## src/hdl/bfha_pkg.sv

```systemverilog
// shared types and constants of the best-fit heap allocator
`default_nettype none
package bfha_pkg;

    localparam int ADDR_W = 32;
    localparam int SIZE_W = 29;
    localparam int ST_W   = 3;
    localparam int CFG_W  = 2;

    localparam logic [ADDR_W-1:0] HEAP_START_RST  = 32'h0000_0000;
    localparam logic [SIZE_W-1:0] HEAP_LENGTH_RST = 29'd1048576;
    localparam logic [3:0]        ROUND_MASK      = 4'hF;

    localparam logic [ST_W-1:0] ST_OK        = 3'd0;
    localparam logic [ST_W-1:0] ST_ZERO_SIZE = 3'd1;
    localparam logic [ST_W-1:0] ST_NO_FIT    = 3'd2;
    localparam logic [ST_W-1:0] ST_UNKNOWN   = 3'd3;
    localparam logic [ST_W-1:0] ST_FULL      = 3'd4;

    localparam logic CMD_ALLOC = 1'b0;
    localparam logic CMD_FREE  = 1'b1;

    localparam logic [CFG_W-1:0] CFG_HEAP_START  = 2'd0;
    localparam logic [CFG_W-1:0] CFG_HEAP_LENGTH = 2'd1;

    typedef enum logic [2:0] {
        S_IDLE, S_FSCAN, S_USCAN, S_PSCAN, S_JSCAN, S_JSHIFT, S_DONE
    } t_state;

    // table update broadcast to every cell
    typedef enum logic [1:0] {
        OP_HOLD, OP_WRITE, OP_SHL, OP_SHR
    } t_op;

    // what the free-table scan wave looks for
    typedef enum logic [1:0] {
        SC_FIT, SC_PLACE, SC_JOIN
    } t_scan;

    typedef enum logic [1:0] {
        PL_FRONT, PL_BACK, PL_INSERT
    } t_place;

    typedef struct packed {
        logic              hit;
        t_place            kind;
        logic [ADDR_W-1:0] start;
        logic [SIZE_W-1:0] size;
        logic              best_hit;
        logic [ADDR_W-1:0] best_start;
        logic [SIZE_W-1:0] best_size;
    } t_fcarry;

    typedef struct packed {
        logic              hit;
        logic [SIZE_W-1:0] size;
    } t_ucarry;

endpackage
`default_nettype wire

```

## src/hdl/bfha_free_cell.sv

```systemverilog
// one free-table entry with its stage of the scan wave
`default_nettype none
module bfha_free_cell #(
    parameter int IW = 8,
    parameter int CW = 9
) (
    input  wire logic                     i_clk,
    input  wire logic [IW-1:0]            i_pos,
    input  wire logic [CW-1:0]            i_count,
    input  wire bfha_pkg::t_op            i_op,
    input  wire logic [IW-1:0]            i_idx,
    input  wire logic [bfha_pkg::ADDR_W-1:0] i_new_start,
    input  wire logic [bfha_pkg::SIZE_W-1:0] i_new_size,
    input  wire logic [bfha_pkg::ADDR_W-1:0] i_left_start,
    input  wire logic [bfha_pkg::SIZE_W-1:0] i_left_size,
    input  wire logic [bfha_pkg::ADDR_W-1:0] i_right_start,
    input  wire logic [bfha_pkg::SIZE_W-1:0] i_right_size,
    output logic [bfha_pkg::ADDR_W-1:0]      o_start,
    output logic [bfha_pkg::SIZE_W-1:0]      o_size,
    input  wire bfha_pkg::t_scan          i_mode,
    input  wire logic [bfha_pkg::SIZE_W-1:0] i_key_size,
    input  wire logic [bfha_pkg::ADDR_W-1:0] i_key_addr,
    input  wire logic [bfha_pkg::ADDR_W-1:0] i_key_end,
    input  wire bfha_pkg::t_fcarry        i_carry,
    input  wire logic [IW-1:0]            i_hidx,
    input  wire logic [IW-1:0]            i_bidx,
    output bfha_pkg::t_fcarry             o_carry,
    output logic [IW-1:0]                 o_hidx,
    output logic [IW-1:0]                 o_bidx
);
    import bfha_pkg::*;

    logic [ADDR_W-1:0] r_start, n_start;
    logic [SIZE_W-1:0] r_size, n_size;
    t_fcarry           r_carry, n_carry;
    logic [IW-1:0]     r_hidx, n_hidx, r_bidx, n_bidx;
    logic              w_valid;
    logic [ADDR_W-1:0] w_left_end;

    assign o_start = r_start;
    assign o_size  = r_size;
    assign o_carry = r_carry;
    assign o_hidx  = r_hidx;
    assign o_bidx  = r_bidx;

    // entry update
    always_comb begin
        n_start = r_start;
        n_size  = r_size;
        case (i_op)
            OP_WRITE: begin
                if (i_pos == i_idx) begin
                    n_start = i_new_start;
                    n_size  = i_new_size;
                end
            end
            OP_SHL: begin
                if (i_pos >= i_idx) begin
                    n_start = i_right_start;
                    n_size  = i_right_size;
                end
            end
            OP_SHR: begin
                if (i_pos == i_idx) begin
                    n_start = i_new_start;
                    n_size  = i_new_size;
                end else if (i_pos > i_idx) begin
                    n_start = i_left_start;
                    n_size  = i_left_size;
                end
            end
            default: begin
            end
        endcase
    end

    assign w_valid    = CW'(i_pos) < i_count;
    assign w_left_end = i_left_start + ADDR_W'(i_left_size);

    // scan stage
    always_comb begin
        n_carry = i_carry;
        n_hidx  = i_hidx;
        n_bidx  = i_bidx;
        unique case (i_mode)
            SC_FIT: begin
                if (w_valid) begin
                    if (!i_carry.hit && r_size == i_key_size) begin
                        n_carry.hit   = 1'b1;
                        n_carry.start = r_start;
                        n_carry.size  = r_size;
                        n_hidx        = i_pos;
                    end
                    if (r_size > i_key_size &&
                        (!i_carry.best_hit || r_size < i_carry.best_size)) begin
                        n_carry.best_hit   = 1'b1;
                        n_carry.best_start = r_start;
                        n_carry.best_size  = r_size;
                        n_bidx             = i_pos;
                    end
                end
            end
            SC_PLACE: begin
                if (w_valid && !i_carry.hit) begin
                    if (i_key_end == r_start) begin
                        n_carry.hit   = 1'b1;
                        n_carry.kind  = PL_FRONT;
                        n_carry.start = r_start;
                        n_carry.size  = r_size;
                        n_hidx        = i_pos;
                    end else if (i_pos != '0 && w_left_end == i_key_addr) begin
                        n_carry.hit   = 1'b1;
                        n_carry.kind  = PL_BACK;
                        n_carry.start = i_left_start;
                        n_carry.size  = i_left_size;
                        n_hidx        = i_pos - 1'b1;
                    end else if (i_key_end < r_start) begin
                        n_carry.hit   = 1'b1;
                        n_carry.kind  = PL_INSERT;
                        n_hidx        = i_pos;
                    end
                end
            end
            SC_JOIN: begin
                if (w_valid && !i_carry.hit && i_pos != '0 && w_left_end == r_start) begin
                    n_carry.hit   = 1'b1;
                    n_carry.start = i_left_start;
                    n_carry.size  = i_left_size + r_size;
                    n_hidx        = i_pos - 1'b1;
                end
            end
            default: begin
            end
        endcase
    end

    always_ff @(posedge i_clk) begin
        r_start <= n_start;
        r_size  <= n_size;
        r_carry <= n_carry;
        r_hidx  <= n_hidx;
        r_bidx  <= n_bidx;
    end

endmodule
`default_nettype wire

```

## config.mk

```make
export PLATFORM = sky130hd
export DESIGN_NAME = bfha_free_cell
export DESIGN_NICKNAME = d
export VERILOG_FILES = /design/src/hdl/bfha_pkg.sv /design/src/hdl/bfha_free_cell.sv
export SDC_FILE = /design/constraint.sdc
export NUM_CORES = 1
export LEC_CHECK = 0
export BUFFER_PORTS_ARGS = -buffer_cell sky130_fd_sc_hd__clkbuf_2
export CAP_MARGIN = 20
export CORE_AREA = 2 2 255 257
export DETAILED_ROUTE_END_ITERATION = 6
export DIE_AREA = 0 0 257 259
export SLEW_MARGIN = 0
export SYNTH_ARGS = -nofsm -noshare
export SYNTH_HDL_FRONTEND = slang
export SYNTH_SLANG_ARGS = --single-unit
```

## constraint.sdc

```tcl
create_clock -name i_clk -period 7.62 [get_ports i_clk]
set_clock_uncertainty 0.1 [all_clocks]
set_input_delay 0 -clock i_clk [delete_from_list [all_inputs] [get_ports i_clk]]
set_output_delay 0 -clock i_clk [all_outputs]
set_load 0.02 [all_outputs]
```

==> impl_metrics.yaml <==
status:
  outcome: "finished, final reports clean"
pwr:
  cellLeakagePower_nw: 12.6
  power_report.internal_total_w: 0.00279
  total_power_w: 0.00455
  seq_power_share_pct: 29.9
  power.switching_w: 0.00176
  clkPwrFrac_pct: 30.2
  vdd_ir_max_mv: 0.182
  share_comb_of_total_power_pct: 39.9
  cellPowerDensity_nw_per_um2: 164
  power.switching_fraction_pct: 38.7
detailed_routing:
  drt-vias-per-instance: 5.60
  remaining_drc_errors: 0
  detailedRoute.firstPassIterationCount: 6
  vias: 23400
  drt_iter0_markers: 2111
  final_antenna_violating_net_count: 0
  postRouteWirelength_um: 107000
  route.detailed.wl_per_inst_um: 25.5
setup_path:
  cp-end-kind: "flip-flop"
  required_ns: 8.06
  slowest_delay_ns: 0.91
  worst-setup-path-type: "primary input to flip-flop"
  timing.critical_path.buf_inv: 5
  critical_path_peak_fanout: 25
  timing.critical_path.mode_cell: "sky130_fd_sc_hd__dlygate4sd3_1"
  worst_path_max_delay_cell: "sky130_fd_sc_hd__a2111oi_0"
  cp_cell_sequence: "dlygate4sd3_1 > clkbuf_2 > ha_1 > o21ai_0 > or2_2 > and4_1 > o21ai_0 > o2111ai_1 > a2111oi_0 > o211ai_1 > nor4_4 > nand4_2 > buf_4 > nor2_1 > a21oi_1 > dlygate4sd3_1 > o22ai_1 > dlygate4sd3_1"
  critical_path_arrival_ns: 7.03
  timing.critical_path.max_delay_family: "compound AO/OA/AOI/OAI gates"
  startpoint_type: "primary input"
global_routing:
  grt-ovfl-total: 0
  grt_util_met2_pct: 49.8
  antenna_violations_before_repair: 13
  busiest_layer: "met2"
  groute.layer.met1.usage_pct: 39.1
  globalRouteMet3Util_pct: 5.49
  globalRouteTotalUtil_pct: 30.4
  grt_pass1_vias: 22800
  grt_max_degree: 75
  grt_first_pass_wirelength_um: 152000
placement:
  detailed_place_hpwl_um: 80400
  numPlacedInstances: 3689
  io_buffers: 650
  gp_routability_congestion: 1.01
floorplan:
  die_h_um: 259
  fp.dieW_um: 257
  num_io_pins: 651
  die_area_um2: 66600
  initial_utilization_pct: 29.0
  placeableCoreArea_um2: 63900
  number_of_placement_rows: 93
timing:
  rsz0062_at_grt: "false"
  setup_total_negative_slack_ns: 0
  finalHoldWorstSlack_ns: 0.0542
  post_route_minimum_period_ns: 6.59
  worst_pin_slew_ns: 1.18
  share_of_the_cycle_needed_by_the_critical_path_after_routing_pct: 86.5
  fmax_mhz: 152
  timing.final.setup_violations: 0
  maxSlewHeadroom_pct: 21.6
  max_transition_viols_final: 0
  timing.final.hold_violations: 0
cells_and_area:
  most-common-layout-cells: "sky130_fd_sc_hd__clkbuf_2 (646), sky130_fd_sc_hd__dlygate4sd3_1 (430), sky130_fd_sc_hd__a21oi_1 (218)"
  final_cell_count_no_fill: 4173
  fillerInstances: 6391
  most_common_library_cell_in_the_layout_ignoring_fill_and_taps: "sky130_fd_sc_hd__clkbuf_2"
  syn_to_final_growth_pct: 50.0
  num-nets-final: 3908
  layout-drive-gt1-share_pct: 26.1
clocking:
  clk_slew_on_worst_s_h_paths_ns: 0.06
  ctsHoldBuffers: 430
  cts_root_buffer: "sky130_fd_sc_hd__clkbuf_16"
  cts.path.max_buffers: 3
  clk_latency_ns: 0.62
  clkSinkCount: 203
  cts_resized: 0
  post-cts-setup-buffers: 0
  tritoncts_clock_tree: "yes"
  cts.htree.levels: 1
  tritoncts.num_buffers: 28
yosys:
  postSynthRegisterBits: 203
  compound_gate_portion_of_the_synthesized_area_pct: 29.4
  synth_enable_flop_cells: 61
  yosys.area_share.simple_pct: 16.4
  synth-warning-count: 0
  synth_area_um2: 18500
  combinational_family_with_the_most_area_after_synthesis: "compound AO/OA/AOI/OAI gates"
  synthesized_area_fraction_occupied_by_adder_cells_pct: 11.2
  xor_xnor_cell_area_share_of_the_yosys_netlist_pct: 5.57
  synth.avg_cell_area_um2: 8.08
  ys_types: 100
  syn_inst: 2293
  fraction_of_the_yosys_area_taken_by_sequential_cells_pct: 25.2
  synthArstFlopShare_pct: 0
  ys_dominant_reg_cell: "sky130_fd_sc_hd__dfxtp_1"
  synth.mux.area_fraction_pct: 6.41
  synthesis.nets: 2906
worst_hold_path:
  worstHoldPathType: "primary input to flip-flop"
run:
  maxCapViolCount: 0
==> logic make-up (layout without fill, tap and decap cells) <==
kind of cell             Yosys count  in the layout
AO/OA/AOI/OAI                    839            839
XOR/XNOR                         102            102
adder cells (fa/ha/maj)          165            165
buffers and inverters            272           1295
flip-flops                       203            203
multiplexers                     107            107
other                              0              2
AND/OR/NAND/NOR                  605            605
==> routing by layer <==
metal / wire length (um) / share of wire [%]
met5: 109 / 0.10
met4: 4890 / 4.6
met3: 8680 / 8.1
met2: 49000 / 46
met1: 43900 / 41
==> cell type report <==
type | instances | area (um^2) | area share, %
antenna | 2 | 5.00 | 0.0180
clock buffer | 37 | 776 | 2.79
clock inverter | 14 | 135 | 0.486
inverter | 138 | 518 | 1.86
multi-input combinational | 1818 | 12800 | 46.2
sequential | 203 | 4670 | 16.8
tap | 855 | 1070 | 3.85
timing repair buffer | 1106 | 7780 | 28.0
==> per-stage QoR <==
stage	cell area, um^2	setup slack (ns)	utilization (%)
2_1_floorplan	18500	3.17	-
3_3_place_gp	22500	1.83	35.3
3_5_place_dp	22600	1.85	35.3
4_1_cts	27800	1.29	43.5
5_1_grt	27800	0.707	43.5
6_report	27800	1.03	43.5
==> worst paths after layout <==
| check | startpoint | endpoint | slack, ns | cells past startpoint |
|---|---|---|---|---|
| worst max-delay path | i_left_start[6] | o_carry[96] | 1.03 | 18 |
| worst min-delay path | i_carry[29] | o_carry[29] | 0.05 | 3 |
| worst max register to register | o_start[29] | o_carry[95] | 1.45 | 12 |
| worst min register to register | o_start[14] | o_carry[43] | 0.51 | 1 |
==> worst min-delay path, stage by stage <==
cell and delay (ns):
sky130_fd_sc_hd__dlygate4sd3_1 0.52, sky130_fd_sc_hd__clkbuf_2 0.09, sky130_fd_sc_hd__mux2_2 0.12
==> power by group through the flow <==
stage | sequential [W] | clock [W] | combinational [W]
2_1_floorplan | 0.00144 | 0 | 0.000837
3_3_place_gp | 0.00138 | 0 | 0.00155
3_5_place_dp | 0.00138 | 0 | 0.00155
4_1_cts | 0.00136 | 0.00140 | 0.00178
5_1_grt | 0.00137 | 0.00145 | 0.00195
6_report | 0.00136 | 0.00138 | 0.00182
==> sequential cells by signal (all words and copies together) (netlist names) <==
| signal | cells |
|---|---|
| o_carry | 126 |
| o_start | 32 |
| o_size | 29 |
| o_bidx | 8 |
| o_hidx | 8 |
==> synthesized netlist by cell type, types with 44 or more instances <==
master,instances,area share (%)
sky130_fd_sc_hd__nand2_1,194,3.9
sky130_fd_sc_hd__o21a_1,47,1.9
sky130_fd_sc_hd__nand4_1,44,1.5
sky130_fd_sc_hd__o22ai_1,167,5.6
sky130_fd_sc_hd__inv_1,138,2.8
sky130_fd_sc_hd__mux2_2,93,5.7
sky130_fd_sc_hd__a21o_1,64,2.6
sky130_fd_sc_hd__a21oi_1,219,5.9
sky130_fd_sc_hd__nor3_1,63,1.7
sky130_fd_sc_hd__edfxtp_1,61,9.9
sky130_fd_sc_hd__xnor2_1,56,2.6
sky130_fd_sc_hd__ha_1,163,11
sky130_fd_sc_hd__o21ai_0,102,2.8
sky130_fd_sc_hd__clkbuf_1,106,2.1
sky130_fd_sc_hd__dfxtp_1,142,15
sky130_fd_sc_hd__nor2_1,127,2.6
Power figures use the tool's default switching activity.
