$ cat src/hdl/bfha_pkg.sv
// shared types and constants of the best-fit heap allocator
`default_nettype none
package bfha_pkg;

    localparam int ADDR_W = 32;
    localparam int SIZE_W = 29;
    localparam int ST_W   = 3;
    localparam int CFG_W  = 2;

    localparam logic [ADDR_W-1:0] HEAP_START_RST  = 32'h0000_0000;
    localparam logic [SIZE_W-1:0] HEAP_LENGTH_RST = 29'd1048576;
    localparam logic [3:0]        ROUND_MASK      = 4'hF;

    localparam logic [ST_W-1:0] ST_OK        = 3'd0;
    localparam logic [ST_W-1:0] ST_ZERO_SIZE = 3'd1;
    localparam logic [ST_W-1:0] ST_NO_FIT    = 3'd2;
    localparam logic [ST_W-1:0] ST_UNKNOWN   = 3'd3;
    localparam logic [ST_W-1:0] ST_FULL      = 3'd4;

    localparam logic CMD_ALLOC = 1'b0;
    localparam logic CMD_FREE  = 1'b1;

    localparam logic [CFG_W-1:0] CFG_HEAP_START  = 2'd0;
    localparam logic [CFG_W-1:0] CFG_HEAP_LENGTH = 2'd1;

    typedef enum logic [2:0] {
        S_IDLE, S_FSCAN, S_USCAN, S_PSCAN, S_JSCAN, S_JSHIFT, S_DONE
    } t_state;

    // table update broadcast to every cell
    typedef enum logic [1:0] {
        OP_HOLD, OP_WRITE, OP_SHL, OP_SHR
    } t_op;

    // what the free-table scan wave looks for
    typedef enum logic [1:0] {
        SC_FIT, SC_PLACE, SC_JOIN
    } t_scan;

    typedef enum logic [1:0] {
        PL_FRONT, PL_BACK, PL_INSERT
    } t_place;

    typedef struct packed {
        logic              hit;
        t_place            kind;
        logic [ADDR_W-1:0] start;
        logic [SIZE_W-1:0] size;
        logic              best_hit;
        logic [ADDR_W-1:0] best_start;
        logic [SIZE_W-1:0] best_size;
    } t_fcarry;

    typedef struct packed {
        logic              hit;
        logic [SIZE_W-1:0] size;
    } t_ucarry;

endpackage
`default_nettype wire

$ cat src/hdl/bfha_used_cell.sv
// one allocated-table entry with its stage of the lookup wave
`default_nettype none
module bfha_used_cell #(
    parameter int IW = 8,
    parameter int CW = 9
) (
    input  wire logic                     i_clk,
    input  wire logic [IW-1:0]            i_pos,
    input  wire logic [CW-1:0]            i_count,
    input  wire bfha_pkg::t_op            i_op,
    input  wire logic [IW-1:0]            i_idx,
    input  wire logic [bfha_pkg::ADDR_W-1:0] i_new_start,
    input  wire logic [bfha_pkg::SIZE_W-1:0] i_new_size,
    input  wire logic [bfha_pkg::ADDR_W-1:0] i_right_start,
    input  wire logic [bfha_pkg::SIZE_W-1:0] i_right_size,
    output logic [bfha_pkg::ADDR_W-1:0]      o_start,
    output logic [bfha_pkg::SIZE_W-1:0]      o_size,
    input  wire logic [bfha_pkg::ADDR_W-1:0] i_key_addr,
    input  wire bfha_pkg::t_ucarry        i_carry,
    input  wire logic [IW-1:0]            i_hidx,
    output bfha_pkg::t_ucarry             o_carry,
    output logic [IW-1:0]                 o_hidx
);
    import bfha_pkg::*;

    logic [ADDR_W-1:0] r_start, n_start;
    logic [SIZE_W-1:0] r_size, n_size;
    t_ucarry           r_carry, n_carry;
    logic [IW-1:0]     r_hidx, n_hidx;

    assign o_start = r_start;
    assign o_size  = r_size;
    assign o_carry = r_carry;
    assign o_hidx  = r_hidx;

    // entry update
    always_comb begin
        n_start = r_start;
        n_size  = r_size;
        case (i_op)
            OP_WRITE: begin
                if (i_pos == i_idx) begin
                    n_start = i_new_start;
                    n_size  = i_new_size;
                end
            end
            OP_SHL: begin
                if (i_pos >= i_idx) begin
                    n_start = i_right_start;
                    n_size  = i_right_size;
                end
            end
            default: begin
            end
        endcase
    end

    // first entry whose start matches the address
    always_comb begin
        n_carry = i_carry;
        n_hidx  = i_hidx;
        if (CW'(i_pos) < i_count && !i_carry.hit && r_start == i_key_addr) begin
            n_carry.hit  = 1'b1;
            n_carry.size = r_size;
            n_hidx       = i_pos;
        end
    end

    always_ff @(posedge i_clk) begin
        r_start <= n_start;
        r_size  <= n_size;
        r_carry <= n_carry;
        r_hidx  <= n_hidx;
    end

endmodule
`default_nettype wire

$ cat config.mk
export PLATFORM = sky130hd
export DESIGN_NAME = bfha_used_cell
export DESIGN_NICKNAME = d
export VERILOG_FILES = /design/src/hdl/bfha_pkg.sv /design/src/hdl/bfha_used_cell.sv
export SDC_FILE = /design/constraint.sdc
export NUM_CORES = 1
export LEC_CHECK = 0
export BUFFER_PORTS_ARGS = -buffer_cell sky130_fd_sc_hd__buf_4
export CAP_MARGIN = 0
export CELL_PAD_IN_SITES_DETAIL_PLACEMENT = 2
export CELL_PAD_IN_SITES_GLOBAL_PLACEMENT = 2
export CORE_AREA = 10 10 169 124
export CTS_CLUSTER_SIZE = 16
export DETAILED_ROUTE_END_ITERATION = 8
export DIE_AREA = 0 0 179 134
export GPL_TIMING_DRIVEN = 0
export PLACE_DENSITY_LB_ADDON = 0.15
export REMOVE_ABC_BUFFERS = 1
export SKIP_CTS_REPAIR_TIMING = 1
export SLEW_MARGIN = 5
export SYNTH_ARGS = -nofsm -noshare
export SYNTH_HDL_FRONTEND = slang
export SYNTH_SLANG_ARGS = --single-unit
$ cat constraint.sdc
create_clock -name i_clk -period 10.1 [get_ports i_clk]
set_clock_uncertainty 0.1 [all_clocks]
set_input_delay 1.01 -clock i_clk [delete_from_list [all_inputs] [get_ports i_clk]]
set_output_delay 1.01 -clock i_clk [all_outputs]
set_load 0.01 [all_outputs]
==> results of run 1 <==
-- sequential cells by signal, indices dropped and copies added, names as in the netlist --
name / count
o_carry: 30
o_start: 32
o_hidx: 8
o_size: 29
-- final cells by class --
type	count	area (um2)	share of cell area (%)
flip-flops and latches	99	2592	34.02
repair buffers	325	2520	33.07
multi-input cells	184	1837	24.11
well taps	236	295.3	3.875
clock buffers	10	250.2	3.284
clock inverters	6	65.06	0.8539
inverters	16	60.06	0.7882
-- power groups by stage --
stage	registers, mW	logic, mW	clock network, mW
after floorplan	0.491	0.0542	0
after global placement	0.480	0.187	0
after detailed placement	0.479	0.196	0
after CTS	0.470	0.197	0.380
after global routing	0.473	0.211	0.393
final	0.469	0.192	0.363
-- worst paths after layout --
kind,cells past startpoint,from,endpoint,slack [ns]
setup / recovery,10,i_pos[3],o_carry[9],6.67
hold / removal,1,o_size[21],o_carry[21],0.40
hold reg to reg,1,o_size[21],o_carry[21],0.40
setup reg to reg,7,o_start[5],o_carry[9],7.34
-- Yosys cell counts, types with 2 or more instances --
cell and n:
edfxtp_1 61, nor4_1 7, nand3_1 3, nand4_1 6
o21ai_0 2, inv_1 16, nand2_1 2, xor2_1 31
a21oi_1 5, ha_1 15, mux2_2 79, buf_1 2
buf_6 2, dfxtp_1 38, clkbuf_1 5, nor2b_1 3
nor2_1 3, mux2_1 19
-- layout by cell type, fill, tap and decap left out, types with 2 or more instances in the layout --
master / netlist / layout
buf_4: 1 / 318
mux2_2: 79 / 79
edfxtp_1: 61 / 61
dfxtp_1: 38 / 38
xor2_1: 31 / 31
mux2_1: 19 / 19
inv_1: 16 / 16
ha_1: 15 / 15
clkbuf_16: 0 / 10
nor4_1: 7 / 7
nand4_1: 6 / 6
a21oi_1: 5 / 5
nand3_1: 3 / 3
nor2_1: 3 / 3
nand2_1: 2 / 2
nor2b_1: 3 / 2
o21ai_0: 2 / 2
inv_6: 0 / 2
inv_8: 0 / 2
buf_16: 0 / 2
buf_6: 2 / 2
buf_12: 0 / 2
-- per-stage QoR --
| step | hold slack [ns] | util (%) | total power [mW] |
|---|---|---|---|
| 2_1_floorplan | 0.4341 | - | 0.5449 |
| 3_3_place_gp | 0.3664 | 40.33 | 0.6666 |
| 3_5_place_dp | 0.3836 | 41.27 | 0.6749 |
| 4_1_cts | 0.4034 | 43.05 | 1.047 |
| 5_1_grt | 0.4203 | 43.05 | 1.077 |
| 6_report | 0.3969 | 43.05 | 1.024 |
-- metal layers --
metal,vias to the layer above,global-route usage [%],wire length (um)
met5,-,0,17
met4,2,3.894,239
met3,18,9.450,2541
met2,173,28.04,9849
met1,1823,15.63,6734
li1,1789,-,-
-- kinds of logic after synthesis --
kind of cell / count (synthesis) / synth area share (%)
flops: 99 / 57.41
mux: 98 / 24.44
xor+xnor: 32 / 6.207
simple gates: 28 / 3.630
buf+inv: 27 / 2.688
fa+ha+maj: 15 / 4.156
compound gates: 11 / 1.469
==> summary.md, run 1 <==
| Metric | Value |
|---|---|
| Status | finished, final reports clean |
| Slew Limit Fails | 0 |
| Crit end category | flop |
| Distinct cell type count after synthesis | 29 |
| Buffers on Ports | roughly 320 |
| Synth top area cells | edfxtp_1 (41%), mux2_2 (20%), dfxtp_1 (17%) |
| Crit Path Max Fanout | 12 |
| Comb pwr share | 18.7% |
| Placed cells | 860 |
| Post-synth top area cell | edfxtp_1 |
| Clock transition at path regs | approximately 0.08 ns |
| # IOs | 319 |
| Initial DRC Count | 63 |
| Unrepaired setup endpoints after global routing | no |
| Final WS setup | 6.667 ns |
| Largest stage delay, worst path | between 0.6 and 0.7 ns |
| Sequential-to-total area share from yosys stat | 57.41% |
| Final period util | between 30% and 40% |
| Routed length per placed instance | between 20 and 25 um |
| Routed vias | 3,805 |
| Final Cell Area | approximately 7600 um2 |
| Hold crit path type | reg -> reg |
| CP arrival | 3.57 ns |
| Fmax | 291.3 MHz |
| Sum of negative setup slack | 0 ns |
| Clk pwr share | 35.4% |
| Placed inst area | 7305 um2 |
| Vias in the first global route | 4,551 |
| Initial core utilization | 25.51% |
| Core Area | 17,700 um2 |
| Routability cong. | 0.7188 |
| CP Cell Sequence | buf_4 -> ha_1 -> a21oi_1 -> nand2_1 -> a211oi_1 -> nor2_1 -> nor4_4 -> buf_8 -> buf_6 -> mux2_1 |
| VDD IR max | 67.81 uV |
| CP delay by family, top | simple AND/OR/NAND/NOR gates |
| Fill cells | 1,832 |
| Ys async rst share | 0% |
| Worst-margin pin slew | 0.8376 ns |
| Initial antenna violation count | 1 |
| Top cell type's share of synthesized area | 40.57% |
| Post-Route WL | 19.38 mm |
| Routed vias/inst | 4.344 |
| DRC violations left | 0 |
| First-pass GRT wire length | 28.52 mm |
| Sink Count | 99 |
| Overall die width | 179 um |
| H-tree depth | 3 |
| Cell-internal power | 0.7674 mW |
| NetSw | 0.2569 mW |
| Share of cells above drive strength 1 | 66.25% |
| Worst path required time | 10.23 ns |
| TritonCTS Buffers | 9 |
| CTS tree | built |
| Clock period minus worst slack | 3.433 ns |
| GRT overflow | 0 |
| Layout Nets | 870 |
| Synth warn | 0 |
| Detailed placement HPWL | 16.60 mm |
| Final setup fails | 0 |
| Rows | just over 40 |
| Ys flop type | edfxtp_1 |
| Buf+Inv Stages, Crit Path | 3 |
| FF+latch count, synth | 99 |
| CP Launch Type | primary input |
| Seq pwr share | between 40% and 50% |
| Syn-to-layout area delta | 68.74% |
| Worst slack, placed | 6.260 ns |
| Total track usage | 15.93% |
| Slowest stage cell on the critical path | nor4_4 |
| Synth Area per Inst | 14.57 um2 |
| Setup CP Type | in -> reg |
| Root Driver | clkbuf_16 |
| Max Buffers Root-to-Sink | 2 |
| N_diodes | 0 |
| Maxcap violations | 0 |
| Non-filler instance count after layout | roughly 900 |
| Largest net degree at the start of global routing | 25 |
| Slew HR | 44.04% |
| Sw frac | 25.08% |
| Power Density | 134.4 nW/um2 |
| Worst skew pair latency | 0.35 ns |
| Post-Syn Area | 4516 um2 |
| Die height | 134 um |
| Drt pass-1 iters | 4 |
| Die ar. | 23,990 um2 |
| Post-route ant nets | 0 |
| Final Hold Viols | 0 |
| Leakage | 3.388 nW |
| Number of synthesized flops with an enable pin | 61 |
| Gate Count Post-Synth | 310 |
No activity file was read; power rests on OpenSTA's default activity.
==> run 2: changes to the inputs <==
Settings changed: ABC_AREA set to 1, CORE_AREA 10 10 169 124 to 10 10 194 141, DIE_AREA 0 0 179 134 to 0 0 204 151.
Clock period 10.1 ns to 3.27 ns, I/O delays scaled along.
==> run 2 against run 1 <==
Net effect: die area rose by 28%; final cell count increased by 51%; register-to-register slack worse by 6.4 ns; synthesized cell count increased by 120%; critical endpoint is now o_carry[20]; cell area is 7.8% higher.
==> summary.md, run 2 <==
| Metric | Value |
|---|---|
| CTS tree | built |
| Commonest non-fill, non-tap cell in the layout | nand2_1 |
| Most numerous cell in the Yosys netlist | nand2_1 |
| Routed length per placed instance | 19.06 um (-14%) |
| Syn-to-layout area delta | 61.00% |
| Max Buffers Root-to-Sink | 2 (unchanged) |
| Root Driver | clkbuf_16 |
| Post-Syn Area | 5104 um2 (+13%) |
| Fmax | 421.8 MHz |
| Vias in the first global route | 5,988 (+32%) |
| Synth top area cells | edfxtp_1 (36%), nand2_1 (28%), dfxtp_1 (15%) |
| Placed cells | 1,310 (+52%) |
| M1 wire length | 10.40 mm (+54%) |
| CP arrival | 2.52 ns (-1.05 ns) |
| Largest net degree at the start of global routing | 38 (+52%) |
| Post-Route WL | 25.28 mm (+30%) |
| Slew HR | 31.37% (-13 points) |
| Post-route ant nets | 0 (unchanged) |
| N_diodes | 0 (unchanged) |
| Number of synthesized flops with an enable pin | 61 (unchanged) |
| Post-synth top area cell | edfxtp_1 |
| Sequential-to-total area share from yosys stat | 50.80% (-6.6 points) |
| Top cell type's share of synthesized area | 35.89% (-4.7 points) |
| Layout Utilization | 35.02% (-8.0 points) |
| Crit end category | flop |
| Layout Nets | 1,238 (+42%) |
| Leakage | 4.464 nW (+32%) |
| Top Layer Used | met4 |
| Sink Count | 99 (unchanged) |
| Fill cells | 2,774 (+51%) |
| Ys async rst share | 0% (unchanged) |
| Most frequent cells in the layout | nand2_1 (379), buf_4 (318), inv_1 (90) |
| Drt pass-1 iters | 4 (unchanged) |
| FF+latch count, synth | 99 (unchanged) |
| Routed vias/inst | 4.150 (-4.5%) |
| Setup CP Type | reg -> reg |
| Share of cells above drive strength 1 | 34.52% (-32 points) |
| Gate Count Post-Synth | 691 (+120%) |
| Clock transition at path regs | 0.08 ns (about the same) |
| # IOs | 319 (unchanged) |
| Synth warn | 0 (unchanged) |
| Final period util | 72.51% |
| Buffers on Ports | 318 (unchanged) |
| Die ar. | 30,800 um2 (+28%) |
| Initial core utilization | 21.75% (-3.8 points) |
| Initial antenna violation count | 1 (unchanged) |
| First-pass GRT wire length | 36.87 mm (+29%) |
| Post-synth top cells | nand2_1 (380), inv_1 (90), edfxtp_1 (61), nand3_1 (41), dfxtp_1 (38) |
| Worst path required time | 3.42 ns (-6.81 ns) |
| Clock period minus worst slack | 2.371 ns |
| Distinct cell type count after synthesis | 22 (-24%) |
| Hold crit path type | in -> reg |
| Maxcap violations | 0 (unchanged) |
| H-tree depth | 3 (unchanged) |
| DRC violations left | 0 (unchanged) |
| Rows | 47 (+15%) |
| Worst skew pair latency | 0.36 ns (about the same) |
| Synth Area per Inst | 7.386 um2 (-49%) |
| Slew Limit Fails | 0 (unchanged) |
| TritonCTS Buffers | 9 (unchanged) |
| WL met2 | 11.94 mm (+21%) |
| Initial DRC Count | 109 (+73%) |
| Met3 wire len | 2.732 mm (+7.5%) |
| Routability cong. | 0.7278 (+1.3%) |
| Final Hold Viols | 0 (unchanged) |
| Power Density | 403.0 nW/um2 (+200%) |
| Crit Path Max Fanout | 29 (+17) |
| GRT overflow | 0 (unchanged) |
| Ys flop type | edfxtp_1 |
| Total track usage | 15.92% (about the same) |
| Status | finished, final reports clean |
| Max FFs per register | 32 (unchanged) |
| Detailed placement HPWL | 20.75 mm (+25%) |
| Core Area | 23,460 um2 (+33%) |
| Non-filler instance count after layout | 1,326 (+51%) |
| Final setup fails | 0 (unchanged) |
| Die height | 151 um (+13%) |
| Routed vias | 5,503 (+45%) |
| Unrepaired setup endpoints after global routing | no |
| CP Launch Type | flop |
| Overall die width | 204 um (+14%) |
| Worst-margin pin slew | 1.027 ns (+0.1894 ns) |
| VDD IR max | 235.7 uV (+250%) |
==> run 2: cell count changes after synthesis, sizes merged, moves of 4 or more <==
cell,before,now
nor4,8,0
xor2,31,1
nand4,6,1
clkbuf,5,13
nand2,2,380
mux2,98,0
buf,6,10
nand3,3,41
nor2,3,27
inv,16,91
==> run 2: final cells by class <==
cell class / count / area, um2 / share of cell area [%]
Sequential cell: 99 / 2592 / 31.55
Timing Repair Buffer: 324 / 2507 / 30.52
Multi-Input combinational cell: 477 / 2053 / 24.99
Tap cell: 318 / 397.9 / 4.842
Inverter: 92 / 346.6 / 4.218
Clock buffer: 10 / 229.0 / 2.787
Clock inverter: 6 / 90.09 / 1.096
==> run 2: where the power goes <==
part	leakage, nW	switching (mW)	total (mW)	internal [mW]
logic	3.44	0.306	0.651	0.346
registers	0.867	0.0417	1.46	1.42
clock network	0.158	0.525	1.20	0.677
total	4.46	0.872	3.31	2.44
==> run 2: cells by family after synthesis <==
group / Yosys count / synth area share (%)
and+or+nand+nor: 450 / 34.52
buffers and inverters: 115 / 9.463
xor gates and xnor gates: 4 / 0.6866
DFF: 99 / 50.80
adders and majority gates: 15 / 3.677
AOI/OAI and AO/OA: 8 / 0.8580
==> run 2: worst max-delay path: stages, from the launching register on <==
cell	delay, ns
edfxtp_1	0.43
xnor2_1	0.16
nand2_1	0.09
nor2_1	0.11
nand2_1	0.11
nor2_4	0.28
buf_12	0.24
nand3_2	0.29
buf_12	0.28
nand2_1	0.09
nand2_1	0.06
==> run 2: metrics by stage <==
step	setup WS [ns]	instance area (um2)	hold WS, ns	total power, mW	TNS, ns
floorplan	-0.3284	4966	0.3201	1.715	-45.33
global placement	-3.662	7751	0.3860	2.129	-511.95
detailed placement	0.5240	7898	0.3995	2.155	0
CTS	0.8461	8217	0.03106	3.383	0
global route	0.6303	8217	0.04401	3.500	0
finish	0.8989	8217	0.05215	3.311	0
==> run 2: metal layers <==
metal / vias to the layer above / GRT usage (%)
met3: 13 / 8.429
met5: - / 0
met1: 2594 / 17.96
met2: 177 / 26.51
li1: 2719 / -
met4: 0 / 2.990
==> run 2: final timing paths <==
path	cells after the start	slack (ns)	end	startpoint
max	10	0.90	o_carry[20]	o_start[30]
min	3	0.05	o_carry[18]	i_carry[18]
max reg2reg	10	0.90	o_carry[20]	o_start[30]
min reg2reg	2	0.41	o_carry[22]	o_size[22]
==> run 3: changes to the inputs <==
Settings changed: ABC_AREA 1 to 0, CORE_AREA 10 10 194 141 to 10 10 175 128, DIE_AREA 0 0 204 151 to 0 0 185 138.
Clock period 3.27 ns to 2.4 ns, I/O delays scaled along.
==> run 3 against run 2 <==
Net effect: the flow now finishes with violations (negative setup slack); worst hold slack got worse by 0.039 ns; total power increased by 30%; utilization increased by 6.9 points; first-iteration DRC count decreased by 47%; non-clock buffer count increased by 27; sequential cell count unchanged; register-to-register slack got worse by 0.92 ns; critical path type unchanged.
==> summary.md, run 3 (synthesized netlist as in run 1, its figures left out) <==
| Metric | Value |
|---|---|
| Area of the multi-input gates | 1972 um2 (-4.0%) |
| Buf+Inv Stages, Crit Path | 3 (+1) |
| Slew HR | 44.33% (+13 points) |
| Storage cell area | 2592 um2 (unchanged) |
| Final Cell Area | 8071 um2 (-1.8%) |
| Worst skew pair latency | 0.35 ns (about the same) |
| Slew Limit Fails | 0 (unchanged) |
| Clock transition at path regs | 0.08 ns (about the same) |
| Met3 usage | 8.613% (+0.18 points) |
| Final setup fails | 5 (+5) |
| Largest net degree at the start of global routing | 26 (-32%) |
| Crit end category | flop |
| Post-Route WL | 20.07 mm (-21%) |
| Buffers on Ports | 318 (unchanged) |
| Detailed placement HPWL | 16.45 mm (-21%) |
| Worst slack, placed | -0.8556 ns (-1.380 ns) |
| Routability cong. | 0.7315 (+0.51%) |
| Max FFs per register | 32 (unchanged) |
| Routed vias/inst | 4.271 (+2.9%) |
| H-tree depth | 3 (unchanged) |
| Layout Nets | 896 (-28%) |
| Final Hold Viols | 0 (unchanged) |
| First-pass GRT wire length | 28.49 mm (-23%) |
| Largest stage delay, worst path | 0.43 ns (about the same) |
| Core Area | 19,260 um2 (-18%) |
| Final WS setup | -0.02206 ns (-0.9210 ns) |
| Commonest non-fill, non-tap cell in the layout | buf_4 |
| N_diodes | 0 (unchanged) |
| Vias in the first global route | 4,521 (-24%) |
| TritonCTS Buffers | 9 (unchanged) |
| Root Driver | clkbuf_16 |
| Crit Path Max Fanout | 6 (-79%) |
| Initial antenna violation count | 0 (-1) |
| Layout Utilization | 41.91% (+6.9 points) |
| Placed inst area | 7318 um2 (-7.3%) |
| Unrepaired setup endpoints after global routing | yes |
| Total track usage | 14.85% (-1.1 points) |
| CTS tree | built |
| GR Util met2 | 25.86% (-0.65 points) |
| Overall die width | 185 um (-9.3%) |
| Die ar. | 25,530 um2 (-17%) |
| Fill cells | 1,990 (-28%) |
| Most frequent cells in the layout | buf_4 (321), mux2_2 (71), edfxtp_1 (61) |
| Setup CP Type | reg -> reg |
| Initial core utilization | 23.44% (+1.7 points) |
| Share of cells above drive strength 1 | 68.32% (+34 points) |
| CP arrival | 2.56 ns (+0.04 ns) |
| Slowest stage cell on the critical path | edfxtp_1 |
| Worst path required time | 2.54 ns (-0.88 ns) |
| Syn-to-layout area delta | 78.75% |
| DRC violations left | 0 (unchanged) |
| Placed cells | 871 (-34%) |
| Grt met1 use | 14.95% (-3.0 points) |
| CP Cell Sequence | xor2_1 -> nor4_1 -> nand4_1 -> nor4_4 -> buf_6 -> buf_12 -> clkbuf_16 -> mux2_2 |
| GRT overflow | 0 (unchanged) |
| Final period util | 100.9% (+28 points) |
| VDD IR max | 345.4 uV (+47%) |
| Leakage | 3.599 nW (-19%) |
| Drt pass-1 iters | 3 (-1) |
| Routed vias | 3,899 (-29%) |
| Die height | 138 um (-8.6%) |
| GRT busiest layer | met2 |
| Rows | 43 (-8.5%) |
| # IOs | 319 (unchanged) |
| Non-filler instance count after layout | 913 (-31%) |
| Post-route ant nets | 0 (unchanged) |
| CP delay by family, top | simple AND/OR/NAND/NOR gates |
| Fmax | 412.9 MHz (-2.1%) |
| Max Buffers Root-to-Sink | 2 (unchanged) |
| Power Density | 533.5 nW/um2 (+32%) |
| Maxcap violations | 0 (unchanged) |
| Clock period minus worst slack | 2.422 ns (+0.05101 ns) |
| Failing checks | negative setup slack |
| Worst-margin pin slew | 0.8338 ns (-0.1932 ns) |
| CP Launch Type | flop |
| Hold crit path type | in -> reg |
| Status | finished with violations |
| Sink Count | 99 (unchanged) |
| Initial DRC Count | 58 (-47%) |
| Routed length per placed instance | 21.99 um (+15%) |
## run 3: changes by cell type in the layout (fill, tap and decap cells not counted), moves of 5 or more
cell           before  now
dlygate4sd3_1       0   17
nand3_1            40    3
nand2_1           379    2
inv_1              90   16
mux2_2              0   71
xor2_1              1   30
mux2_4              0   25
nor2_1             22    3
nand4_1             1    6
## run 3: path summary, 6_finish.rpt
| kind | start | to | slack [ns] | cells past startpoint |
|---|---|---|---|---|
| worst min-delay path | i_carry[22] | o_carry[22] | 0.01 | 2 |
| worst min register to register | o_size[9] | o_carry[9] | 0.41 | 1 |
| worst max-delay path | o_start[7] | o_carry[6] | -0.02 | 8 |
| worst max register to register | o_start[7] | o_carry[6] | -0.02 | 8 |
## run 3: power breakdown
part           internal [mW]  total [mW]  switching (mW)
Clock                  0.735        1.46           0.730
Sequential              1.93        1.98          0.0541
Combinational          0.540       0.862           0.322
Total                   3.20        4.31            1.11
## run 3: worst reg2reg max path, cell delays in order (launching register included)
cell       delay [ns]
edfxtp_1         0.43
xor2_1           0.17
nor4_1           0.35
nand4_1          0.23
nor4_4           0.26
buf_6            0.16
buf_12           0.13
clkbuf_16        0.16
mux2_2           0.33
## run 3: layer usage
layer	vias up	wire length (um)	part of all wire, %
met5	-	0	0
met4	0	203	1.0
met3	17	2419	12
met2	183	10160	51
met1	1861	7295	36
li1	1838	-	-
## run 3: metrics by stage
step | power, mW | hold WS, ns | TNS, ns
6_report | 4.306 | 0.01303 | -0.03851
5_1_grt | 4.531 | -0.003721 | -1.632
4_1_cts | 4.340 | -0.03438 | -19.57
3_5_place_dp | 2.842 | 0.3529 | -29.41
3_3_place_gp | 2.807 | 0.3462 | -757.47
2_1_floorplan | 2.293 | 0.2466 | -321.30
## run 3: cell type report
cell class	instances	area share [%]
Clock buffer	9	2.790
Clock inverter	7	0.8061
Inverter	16	0.7441
Multi-Input combinational cell	184	24.43
Sequential cell	99	32.12
Tap cell	247	3.829
Timing Repair Buffer	351	35.28
